$ cat config.mk
export PLATFORM = sky130hd
export DESIGN_NAME = indexed_insert_erase_array
export DESIGN_NICKNAME = d
export VERILOG_FILES = /design/src/rtl/iiea_pkg.sv /design/src/rtl/iiea_cell.sv /design/src/rtl/indexed_insert_erase_array.sv
export VERILOG_INCLUDE_DIRS = /design/src /design/src/rtl
export SDC_FILE = /design/constraint.sdc
export NUM_CORES = 2
export LEC_CHECK = 0
export ABC_AREA = 0
export BUFFER_PORTS_ARGS = -buffer_cell sky130_fd_sc_hd__buf_2
export CORE_UTILIZATION = 50
export DETAILED_ROUTE_END_ITERATION = 6
export HOLD_SLACK_MARGIN = 0.08
export PLACE_DENSITY = 0.68
export SKIP_LAST_GASP = 1
export SLEW_MARGIN = 40
export SYNTH_ARGS = -nofsm -noshare
export SYNTH_HDL_FRONTEND = slang
export SYNTH_SLANG_ARGS = --single-unit
$ cat constraint.sdc
create_clock -name clk -period 24.3 [get_ports clk]
set_input_delay 4.86 -clock clk [delete_from_list [all_inputs] [get_ports clk]]
set_output_delay 4.86 -clock clk [all_outputs]
set_load 0.02 [all_outputs]
$ cat src/rtl/indexed_insert_erase_array_assert.svh
// Assertion macros shared by the indexed insert/erase array RTL.
// No dependencies; pulled in by `include where assertions are written.
`ifndef INDEXED_INSERT_ERASE_ARRAY_ASSERT_SVH
`define INDEXED_INSERT_ERASE_ARRAY_ASSERT_SVH

// Checked on every rising edge of clk, muted while rst is high.
`define IIEA_ASSERT(label, prop, msg) \
  label: assert property (@(posedge clk) disable iff (rst) (prop)) else $error(msg);

// Checked on every rising edge of clk, reset included.
`define IIEA_ASSERT_ALWAYS(label, prop, msg) \
  label: assert property (@(posedge clk) (prop)) else $error(msg);

`endif

$ cat src/rtl/iiea_pkg.sv
// Shared types and codes for the indexed insert/erase array.
// No dependencies; used by iiea_cell and indexed_insert_erase_array.
package iiea_pkg;

  localparam int POS_BITS   = 6;
  localparam int IO_WORD_W  = 32;
  localparam int CNT_OUT_W  = 6;

  localparam logic [1:0] CMD_INSERT = 2'd0;
  localparam logic [1:0] CMD_ERASE  = 2'd1;
  localparam logic [1:0] CMD_READ   = 2'd2;
  localparam logic [1:0] CMD_CLEAR  = 2'd3;

  localparam logic [1:0] ST_OK    = 2'd0;
  localparam logic [1:0] ST_FULL  = 2'd1;
  localparam logic [1:0] ST_RANGE = 2'd2;

  typedef struct packed {
    logic [1:0]           cmd;
    logic [POS_BITS-1:0]  position;
    logic [IO_WORD_W-1:0] word_in;
  } req_item_t;

  typedef struct packed {
    logic [1:0]           status;
    logic [IO_WORD_W-1:0] word_out;
    logic [CNT_OUT_W-1:0] entry_count;
    logic                 is_empty;
  } rsp_item_t;

  // Broadcast to every cell of the row.
  typedef struct packed {
    logic ins_en;
    logic era_en;
    logic rd_en;
  } cell_ctrl_t;

endpackage

$ cat src/rtl/iiea_cell.sv
// One slot of the array row: shifts with its neighbors on insert/erase.
// Depends on iiea_pkg (cell_ctrl_t).
module iiea_cell #(
  parameter int WORD_BITS = 32,
  parameter int IDX_W     = 6,
  parameter int INDEX     = 0
) (
  input  logic                   clk,
  input  iiea_pkg::cell_ctrl_t   ctrl,
  input  logic [IDX_W-1:0]       pos,
  input  logic [WORD_BITS-1:0]   word,
  input  logic [WORD_BITS-1:0]   left_data,
  input  logic [WORD_BITS-1:0]   right_data,
  output logic [WORD_BITS-1:0]   data,
  output logic [WORD_BITS-1:0]   rd_data
);

  localparam logic [IDX_W-1:0] MY_IDX = IDX_W'(INDEX);

  logic above;
  logic hit;

  assign above = MY_IDX > pos;
  assign hit   = MY_IDX == pos;

  always_ff @(posedge clk) begin
    if (ctrl.ins_en && above) begin
      data <= left_data;
    end else if (ctrl.ins_en && hit) begin
      data <= word;
    end else if (ctrl.era_en && (above || hit)) begin
      data <= right_data;
    end
  end

  // loaded on each read and held until the next one; zero except at the slot read
  always_ff @(posedge clk) begin
    if (ctrl.rd_en) begin
      rd_data <= hit ? data : '0;
    end
  end

endmodule

$ cat src/rtl/indexed_insert_erase_array.sv
// Top level of the indexed insert/erase array: sequencer, count, row of cells.
// Depends on iiea_pkg, iiea_cell and indexed_insert_erase_array_assert.svh.
//
//   channel | dir | handshake            | payload
//   --------+-----+----------------------+-----------------------------------
//   req     | in  | req_valid/req_ready  | cmd, position, word_in
//   rsp     | out | rsp_valid/rsp_ready  | status, word_out, entry_count,
//           |     |                      | is_empty
//
// Each item passes through capture, row update (every cell shifts or loads
// together), and result assembly (OR of the per-cell read outputs).
// The sequencer handles one item at a time; req_ready is high in IDLE.
// A finished result sits in the rsp register; the next item is taken meanwhile
// and waits in its assembly cycle only if that register is still full.
// rst (synchronous) clears the sequencer, count and rsp_valid; slot contents
// are left as they are and are only ever read below the count.
`include "indexed_insert_erase_array_assert.svh"

module indexed_insert_erase_array #(
  parameter int CAPACITY  = 32,
  parameter int WORD_BITS = 32
) (
  input  logic                clk,
  input  logic                rst,
  input  logic                req_valid,
  output logic                req_ready,
  input  iiea_pkg::req_item_t req,
  output logic                rsp_valid,
  input  logic                rsp_ready,
  output iiea_pkg::rsp_item_t rsp
);

  localparam int CNT_W = $clog2(CAPACITY + 1);
  // wide enough for both the count and any requested position
  localparam int IDX_W = (CNT_W > iiea_pkg::POS_BITS) ? CNT_W : iiea_pkg::POS_BITS;
  localparam logic [CNT_W-1:0] CAP_CNT = CNT_W'(CAPACITY);

  typedef enum logic [2:0] {
    S_IDLE = 3'b001,
    S_EXEC = 3'b010,
    S_RESP = 3'b100
  } state_t;

  state_t state;
  state_t state_next;

  // captured item
  logic [1:0]           cmd;
  logic [IDX_W-1:0]     pos;
  logic [WORD_BITS-1:0] word;

  logic [CNT_W-1:0]     count;
  logic [CNT_W-1:0]     count_next;
  logic [1:0]           status;
  logic [1:0]           status_next;

  iiea_pkg::cell_ctrl_t ctrl;
  logic [IDX_W-1:0]     count_ext;
  logic                 ins_ok;
  logic                 idx_ok;
  logic                 full;
  logic                 exec;
  logic                 rsp_load;

  logic [WORD_BITS-1:0] cell_data [CAPACITY];
  logic [WORD_BITS-1:0] cell_rd   [CAPACITY];
  logic [WORD_BITS-1:0] rd_word;

  assign req_ready = (state == S_IDLE);
  assign exec      = (state == S_EXEC);
  assign rsp_load  = (state == S_RESP) && (!rsp_valid || rsp_ready);

  // ---------------------------------------------------------------- sequencer
  always_comb begin
    state_next = state;
    case (state)
      S_IDLE: if (req_valid) state_next = S_EXEC;
      S_EXEC: state_next = S_RESP;
      S_RESP: if (rsp_load) state_next = S_IDLE;
      default: state_next = S_IDLE;
    endcase
  end

  always_ff @(posedge clk) begin
    if (rst) begin
      state <= S_IDLE;
    end else begin
      state <= state_next;
    end
  end

  always_ff @(posedge clk) begin
    if (req_valid && req_ready) begin
      cmd  <= req.cmd;
      pos  <= IDX_W'(req.position);
      word <= WORD_BITS'(req.word_in);
    end
  end

  // ---------------------------------------------------- range checks, count
  assign count_ext = IDX_W'(count);
  assign ins_ok    = pos <= count_ext;   // insert may append at the end
  assign idx_ok    = pos <  count_ext;
  assign full      = count == CAP_CNT;

  assign ctrl.ins_en = exec && (cmd == iiea_pkg::CMD_INSERT) && ins_ok && !full;
  assign ctrl.era_en = exec && (cmd == iiea_pkg::CMD_ERASE) && idx_ok;
  assign ctrl.rd_en  = exec && (cmd == iiea_pkg::CMD_READ) && idx_ok;

  always_comb begin
    count_next  = count;
    status_next = iiea_pkg::ST_OK;
    case (cmd)
      iiea_pkg::CMD_INSERT: begin
        // range error wins over full
        if (!ins_ok) begin
          status_next = iiea_pkg::ST_RANGE;
        end else if (full) begin
          status_next = iiea_pkg::ST_FULL;
        end else begin
          count_next = count + CNT_W'(1);
        end
      end
      iiea_pkg::CMD_ERASE: begin
        if (!idx_ok) begin
          status_next = iiea_pkg::ST_RANGE;
        end else begin
          count_next = count - CNT_W'(1);
        end
      end
      iiea_pkg::CMD_READ: begin
        if (!idx_ok) status_next = iiea_pkg::ST_RANGE;
      end
      iiea_pkg::CMD_CLEAR: count_next = '0;   // slots keep their contents
      default: status_next = iiea_pkg::ST_OK;
    endcase
  end

  always_ff @(posedge clk) begin
    if (rst) begin
      count <= '0;
    end else if (exec) begin
      count <= count_next;
    end
  end

  always_ff @(posedge clk) begin
    if (exec) status <= status_next;
  end

  // ------------------------------------------------------------- cell row
  // Cell i takes from i-1 on insert and from i+1 on erase; the end cells
  // feed back their own data where no neighbor exists (unused at cell 0; on erase the last cell keeps its word).
  for (genvar i = 0; i < CAPACITY; i++) begin : g_cell
    iiea_cell #(
      .WORD_BITS(WORD_BITS),
      .IDX_W    (IDX_W),
      .INDEX    (i)
    ) u_cell (
      .clk       (clk),
      .ctrl      (ctrl),
      .pos       (pos),
      .word      (word),
      .left_data ((i == 0) ? cell_data[i] : cell_data[(i == 0) ? 0 : i - 1]),
      .right_data((i == CAPACITY - 1) ? cell_data[i]
                                      : cell_data[(i == CAPACITY - 1) ? i : i + 1]),
      .data      (cell_data[i]),
      .rd_data   (cell_rd[i])
    );
  end

  // at most one cell drives a nonzero read word
  always_comb begin
    rd_word = '0;
    for (int i = 0; i < CAPACITY; i++) begin
      rd_word = rd_word | cell_rd[i];
    end
  end

  // --------------------------------------------------------- result register
  always_ff @(posedge clk) begin
    if (rst) begin
      rsp_valid <= 1'b0;
    end else if (rsp_load) begin
      rsp_valid <= 1'b1;
    end else if (rsp_ready) begin
      rsp_valid <= 1'b0;
    end
  end

  // cell read words hold the last good read; only a good read passes them on
  always_ff @(posedge clk) begin
    if (rsp_load) begin
      rsp.status      <= status;
      rsp.word_out    <= ((cmd == iiea_pkg::CMD_READ) && (status == iiea_pkg::ST_OK))
                         ? iiea_pkg::IO_WORD_W'(rd_word) : '0;
      rsp.entry_count <= iiea_pkg::CNT_OUT_W'(count);
      rsp.is_empty    <= (count == '0);
    end
  end

  // ---------------------------------------------------------------- checks
  `IIEA_ASSERT(a_count_bound, count <= CAP_CNT, "count above capacity")
  `IIEA_ASSERT(a_exec_to_resp, exec |=> (state == S_RESP), "row update not followed by result")
  `IIEA_ASSERT(a_rsp_source, $rose(rsp_valid) |-> $past(state == S_RESP), "result without item")
  `IIEA_ASSERT(a_ins_count, ctrl.ins_en |=> (count == $past(count) + CNT_W'(1)), "insert count")
  `IIEA_ASSERT(a_era_count, ctrl.era_en |=> (count == $past(count) - CNT_W'(1)), "erase count")
  `IIEA_ASSERT_ALWAYS(a_rst_idle, rst |=> (state == S_IDLE) && !rsp_valid, "reset state")

endmodule
; After elaboration in Yosys (flattened, before gate mapping)
; Cells that the tools add are included.
; W data, S select, Z words.
[classes]
bitwise_logic = 32
muxes = 107
order_cmp = 34
n_reduce_logical = 181
n_eq_ne = 43
addsub = 2
[ops]
columns = cell, n
row1 = $mux W32, 94
row2 = $or A32 B32 Y32, 31
row3 = $logic_and A1 B1 Y1, 105
row4 = $eq A5 B6 Y1 const A, 16
row5 = $gt A5 B6 Y1 const A, 16
row6 = $reduce_bool A3 Y1, 31
row7 = $eq A4 B6 Y1 const A, 8
row8 = $gt A4 B6 Y1 const A, 8
row9 = $logic_or A1 B1 Y1, 32
row10 = $eq A3 B6 Y1 const A, 4
row11 = $gt A3 B6 Y1 const A, 4
row12 = $mux W6, 3
row13 = $pmux W6 S3, 1
row14 = $eq A2 B6 Y1 const A, 2
row15 = $gt A1 B6 Y1 const A, 2
row16 = $gt A2 B6 Y1 const A, 2
row17 = $logic_not A6 Y1, 2
row18 = $ne A2 B2 Y1 const B, 5
row19 = $pmux W3 S3, 1
row20 = $add A6 B1 Y6 const B, 1
row21 = $eq A1 B6 Y1 const A, 1
row22 = $eq A6 B6 Y1 const B, 1
row23 = $le A6 B6 Y1, 1
row24 = $lt A6 B6 Y1, 1
row25 = other kinds (17), 27
[word_totals]
out_inout_bits = 43
reg_bits = 2141
inputBits = 44

; Depth between registers and ports, before layout
[depth]
word_depth = 31
depth_mapped = 12
mapped_depth_nobuf = 9

; Hierarchy
; Synthesis repeated with hierarchy kept, for this count alone.
[unflattened]
hier_cells = 8219
hier_area_um2 = 104402.6
[by_module_without_submodules]
columns = mod, n_inst, cells_each, area_each_um2
row1 = indexed_insert_erase_array, 1, 559, 5779.3
row2 = iiea_cell at g_cell[5].u_cell, 1, 327, 3717.3
row3 = iiea_cell at g_cell[2].u_cell, 1, 292, 3601.0
row4 = iiea_cell at g_cell[4].u_cell, 1, 295, 3315.7
row5 = iiea_cell at g_cell[8].u_cell, 1, 264, 3303.2
row6 = iiea_cell at g_cell[29].u_cell, 1, 262, 3291.9
row7 = iiea_cell at g_cell[30].u_cell, 1, 293, 3280.6
row8 = iiea_cell at g_cell[21].u_cell, 1, 255, 3278.1
row9 = iiea_cell at g_cell[19].u_cell, 1, 258, 3266.9
row10 = iiea_cell at g_cell[13].u_cell, 1, 266, 3173.0
row11 = iiea_cell at g_cell[31].u_cell, 1, 256, 3169.3
row12 = iiea_cell at g_cell[25].u_cell, 1, 259, 3163.0
row13 = iiea_cell at g_cell[28].u_cell, 1, 219, 3148.0
row14 = iiea_cell at g_cell[24].u_cell, 1, 237, 3129.3
row15 = 19 more rows, -, -, -

; Worst setup path after synthesis
; OpenSTA, ideal clock, no wires.
[synth_path]
path_type = flip-flop to flip-flop
startpoint = register count[1]
endpoint = register g_cell[0].u_cell.rd_data[0], enable pin
period_less_slack_ns = 26.427
path_stages_with_launch = 8
t_arrival_ns = 24.891
required_time_ns = 22.764
path_buffers = 1
setup_slack_ns = -2.127
cell_sequence = dfxtp_1 inv_1 ha_1 nor2b_1 o21bai_1 and3_1 clkbuf_1 and3_1
[synth_rtl]
columns = element, line
row1 = "start, declared", indexed_insert_erase_array.sv:52  ; logic [CNT_W-1:0] count;
row2 = "start signal, assigned", indexed_insert_erase_array.sv:143  ; count <= count_next;
row3 = "end signal, assigned", iiea_cell.sv:39  ; rd_data <= hit ? data : '0;
row4 = "end, declared", iiea_cell.sv:15  ; output logic [WORD_BITS-1:0] rd_data

; Worst setup path in the final report
[layout_path]
startpoint = register state[0]
endpoint = output req_ready
[layout_between]
elab_chain_len = 1
[layout_lines]
columns = element, line
row1 = "start, declared", indexed_insert_erase_array.sv:44  ; state_t state;
row2 = "start signal, assigned", indexed_insert_erase_array.sv:88  ; state <= state_next;
row3 = $eq A3 B1 Y1, indexed_insert_erase_array.sv:69  ; assign req_ready = (state == S_IDLE);
row4 = "end, declared", indexed_insert_erase_array.sv:26  ; output logic req_ready,
; Every way passes these cells.

==> impl_table.tex <==
\begin{tabular}{lr}
\hline
Metric & Value \\
\hline
\multicolumn{2}{l}{\textbf{Setup path}} \\
Crit-path max FO & 5 \\
Arrival @ worst endpoint & 1.76 ns \\
Launching element type of the critical path & flop \\
Depth of the worst register-to-register path & 10 \\
Ordered list of cells on the worst path & nor3b\_1 -> buf\_2 \\
Critical path type & reg -> out \\
Count of buffering cells on the critical path with inverters included & 1 \\
Kind of end point of the critical path & output port \\
Logic depth of the worst setup path including buffers & 2 \\
Worst path slowest cell & sky130\_fd\_sc\_hd\_\_dfxtp\_1 \\
Data required time at the worst endpoint & 19.44 ns \\
Top cell family by delay on the critical path & flip-flops \\
Maximum cell stage delay along the critical path & 0.44 ns \\
\multicolumn{2}{l}{\textbf{GRT}} \\
Via count of the first global-routing pass & 62,500 \\
Wire length of the first global-routing pass & 425 mm \\
Fraction of met3 tracks used by global routing & 5.48\% \\
Grt ovf & 0 \\
Met1 demand-to-capacity share in global routing & 40.1\% \\
Layer with the highest usage & met2 \\
Met2 GRT Util & 47.4\% \\
Global router's overall resource usage & 30.3\% \\
Antenna violations before repair & 8 \\
Largest net degree at the start of global routing & 129 \\
\multicolumn{2}{l}{\textbf{Route}} \\
DRC violations left & 1 \\
Wire length per cell & 31.4 um \\
Antenna Violating Nets Remaining & 0 \\
Via count of the routed design & 63,800 \\
Sum of routed wire length over all layers & 296 mm \\
First-pass iteration count of the detailed router & 7 \\
Post-DR vias/cell & 6.77 \\
Iteration-0 DRC Markers & 8,498 \\
\multicolumn{2}{l}{\textbf{Clock network}} \\
Number of clock sinks & 2,141 \\
Number of CTS-inserted buffers & 210 \\
Clock latency of the later-clocked register in the worst-skew pair & 0.87 ns \\
Longest Clk Path Bufs & 3 \\
Clock-pin slew of the registers on the worst-case setup and hold paths & 0.06 ns \\
Clock root buffer master & sky130\_fd\_sc\_hd\_\_clkbuf\_16 \\
Deepest level of the CTS H-tree & 4 \\
Total of cells resized after clock tree synthesis & 0 \\
CTS tree & built \\
Post-CTS setup buffers & 0 \\
Hold buffer count at CTS & 0 \\
\multicolumn{2}{l}{\textbf{Synth}} \\
Warnings, synthesis & 0 \\
Synth cell types & 65 \\
Total standard cell area after synthesis & 95,300 sq um \\
Number of enable-type register cells in the synthesized netlist & 2,131 \\
Primary flip-flop cell chosen by synthesis mapping & sky130\_fd\_sc\_hd\_\_edfxtp\_1 \\
Mean area per synthesized cell & 13.9 sq um \\
Flip-flop and latch count after synthesis & 2,141 \\
Synthesized netlist cell count & 6,863 \\
Syn\_nets & 6,922 \\
Fraction of registers with async set or reset after synthesis & 0\% \\
Portion of the post-synthesis area used by sequential elements & 67.3\% \\
\multicolumn{2}{l}{\textbf{Die}} \\
Count of boundary I/O pins & 87 \\
Number of placement rows & 159 \\
Die area & 192,000 sq um \\
Effective utilization at floorplan & 50.5\% \\
Die width & 439 um \\
Placeable core region & 189,000 sq um \\
Die span in y & 439 um \\
\multicolumn{2}{l}{\textbf{Final layout}} \\
Layout Cell Area excl Fill & 106,000 sq um \\
Synth-to-layout area growth & 11.0\% \\
Layout fillers & 15,000 \\
Layout cells sized above 1 & 15.8\% \\
Nets@finish & 6,809 \\
\multicolumn{2}{l}{\textbf{Timing}} \\
Number of endpoints with negative hold slack in the final report & 0 \\
Relative slew slack & 39.1\% \\
Highest Clock Rate & 151 MHz \\
Sum of negative setup slack & 0 ns \\
RSZ-0062 raised after global routing & false \\
Post-layout minimum cycle time & 6.62 ns \\
Max-slew violations & 0 \\
Final setup violation count & 0 \\
Largest clock skew in the final design & 0.0334 ns \\
Share of the clock period used by the worst path & 27.2\% \\
Worst Tran Pin Value & 0.905 ns \\
\multicolumn{2}{l}{\textbf{Min path}} \\
Type of the worst min-delay path & reg -> reg \\
Number of cells on the worst hold path & 0 \\
\multicolumn{2}{l}{\textbf{Power}} \\
Power density relative to cell area & 70.6 nW/um\^{}2 \\
Leakage dissipation & 0.0365 uW \\
Worst IR Drop VDD & 62.4 uV \\
\multicolumn{2}{l}{\textbf{Placement}} \\
DPL Wire Length & 177 mm \\
Port-buffer cells & 86 \\
Post-detailed-placement cell area & 99,000 sq um \\
Gpl congestion & 0.902 \\
\multicolumn{2}{l}{\textbf{Outcome}} \\
Violated checks & design-rule violations \\
Outcome & finished, violations left \\
\multicolumn{2}{l}{\textbf{Job}} \\
Number of violations of the max-capacitance limit & 0 \\
\hline
\end{tabular}
[metrics by stage]
| step | utilization, % | hold slack, ns | worst slack (ns) | cells | total power [uW] |
|---|---|---|---|---|---|
| CTS | 56.0 | 0.524 | 17.64 | 9419 | 7470 |
| finish | 56.1 | 0.509 | 17.68 | 9429 | 7470 |
| detailed placement | 52.5 | 0.499 | 17.94 | 9029 | 4310 |
| floorplan | - | 0.427 | 9.87 | 6863 | 4210 |
| global placement | 52.1 | 0.504 | 17.99 | 9004 | 4300 |
| global route | 56.1 | 0.537 | 17.57 | 9425 | 7620 |
[report_power, final]
part	total (uW)	leakage, uW	internal [uW]	switching, uW
clock	3230	0.00324	1810	1420
combinational	211	0.0135	47.6	163
sequential	4030	0.0198	4020	8.35
total	7470	0.0365	5880	1590
[worst paths after layout]
path	slack, ns	endpoint	startpoint
worst min-delay path	0.51	rsp[40]	status[1]
worst max-delay path	17.68	req_ready	state[0]
worst min register to register	0.51	rsp[40]	status[1]
worst max register to register	18.61	g_cell[29].u_cell.rd_data[26]	pos[1]
[kinds of logic (layout without fill, tap and decap cells)]
kind of cell,after synthesis,in the layout,synth area share [%]
flops,2141,2141,67.3
buf+inv,628,693,2.75
other cells,0,6,0
compound gates,1295,1295,9.88
simple gates,2167,2167,12.8
mux,614,614,6.95
fa+ha+maj,15,15,0.205
xor+xnor,3,3,0.0276
[state kept, by name, summed over array words and instances (netlist names), 3 cells and up]
signal	flops
g_cell.u_cell.data	1024
state	3
pos	6
rsp	41
count	6
word	32
g_cell.u_cell.rd_data	1024
[metal layers]
layer | routed length, um | vias to the layer above | share of wire (%)
met1 | 108000 | 31800 | 36
li1 | - | 26600 | -
met2 | 137000 | 4435 | 46
met5 | 7 | - | 0.0024
met3 | 32900 | 975 | 11
met4 | 18600 | 2 | 6.3
[placed cells by master (no fill, tap or decap), types with 12 or more instances in the layout]
| master | instances |
|---|---|
| sky130_fd_sc_hd__edfxtp_1 | 2131 |
| sky130_fd_sc_hd__and3_1 | 636 |
| sky130_fd_sc_hd__and2_1 | 544 |
| sky130_fd_sc_hd__mux2_2 | 377 |
| sky130_fd_sc_hd__o2bb2ai_1 | 320 |
| sky130_fd_sc_hd__nand2_1 | 285 |
| sky130_fd_sc_hd__nor4_1 | 243 |
| sky130_fd_sc_hd__mux2i_1 | 230 |
| sky130_fd_sc_hd__clkbuf_16 | 214 |
| sky130_fd_sc_hd__nor2_1 | 211 |
| sky130_fd_sc_hd__o21ai_0 | 205 |
| sky130_fd_sc_hd__a21oi_1 | 200 |
| sky130_fd_sc_hd__buf_4 | 157 |
| sky130_fd_sc_hd__a221o_1 | 154 |
| sky130_fd_sc_hd__o22ai_1 | 129 |
| sky130_fd_sc_hd__a22oi_1 | 102 |
| sky130_fd_sc_hd__a2bb2oi_1 | 96 |
| sky130_fd_sc_hd__buf_2 | 86 |
| sky130_fd_sc_hd__nand4_1 | 67 |
| sky130_fd_sc_hd__clkinv_1 | 60 |
| sky130_fd_sc_hd__nor2_4 | 56 |
| sky130_fd_sc_hd__clkbuf_1 | 49 |
| sky130_fd_sc_hd__o21a_1 | 33 |
| sky130_fd_sc_hd__o21ai_1 | 30 |
| sky130_fd_sc_hd__clkinv_2 | 28 |
| sky130_fd_sc_hd__buf_6 | 23 |
| sky130_fd_sc_hd__bufinv_16 | 19 |
| sky130_fd_sc_hd__nand3_1 | 17 |
| sky130_fd_sc_hd__buf_8 | 15 |
| sky130_fd_sc_hd__nor4_2 | 13 |
| sky130_fd_sc_hd__ha_1 | 13 |
| sky130_fd_sc_hd__nand3_2 | 12 |
[area by class of cell]
cell class                      instances  area, sq um  share of cell area [%]
Antenna cell                            6         15.0                  0.0142
Clock buffer                          263         5540                    5.24
Clock inverter                        127         1140                    1.08
Inverter                                9         33.8                  0.0319
Multi-Input combinational cell       4094        29300                    27.7
Sequential cell                      2141        64200                    60.7
Tap cell                             2495         3120                    2.95
Timing Repair Buffer                  294         2400                    2.27
[synth_stat cells (7+ instances only)]
cell type / count / area, sq um
sky130_fd_sc_hd__o21ai_1: 30 / 150
sky130_fd_sc_hd__o22ai_1: 129 / 807
sky130_fd_sc_hd__ha_1: 14 / 175
sky130_fd_sc_hd__a221o_1: 154 / 1540
sky130_fd_sc_hd__a2bb2oi_1: 96 / 841
sky130_fd_sc_hd__nor4_1: 256 / 1600
sky130_fd_sc_hd__clkbuf_1: 446 / 1670
sky130_fd_sc_hd__buf_1: 25 / 93.8
sky130_fd_sc_hd__nand4_1: 67 / 419
sky130_fd_sc_hd__nand2_1: 289 / 1080
sky130_fd_sc_hd__buf_2: 129 / 646
sky130_fd_sc_hd__a21oi_1: 201 / 1010
sky130_fd_sc_hd__and2_1: 546 / 3420
sky130_fd_sc_hd__dfxtp_1: 10 / 200
sky130_fd_sc_hd__nor3_1: 13 / 65.1
sky130_fd_sc_hd__buf_6: 8 / 90.1
sky130_fd_sc_hd__inv_1: 9 / 33.8
sky130_fd_sc_hd__mux2i_1: 230 / 2300
sky130_fd_sc_hd__a21o_1: 7 / 52.6
sky130_fd_sc_hd__o21ai_0: 205 / 1030
sky130_fd_sc_hd__o2bb2ai_1: 320 / 2800
sky130_fd_sc_hd__mux2_2: 377 / 4250
sky130_fd_sc_hd__mux2_1: 7 / 78.8
sky130_fd_sc_hd__edfxtp_1: 2131 / 64000
sky130_fd_sc_hd__o21a_1: 33 / 248
sky130_fd_sc_hd__nand3_1: 33 / 165
sky130_fd_sc_hd__nor2_1: 272 / 1020
sky130_fd_sc_hd__a22oi_1: 102 / 766
sky130_fd_sc_hd__and3_1: 638 / 3990
sky130_fd_sc_hd__buf_4: 11 / 82.6
sky130_fd_sc_hd__nor2b_1: 8 / 50.1
sky130_fd_sc_hd__nand2b_1: 10 / 62.6
Note: power is estimated with default switching activity, not from simulation.
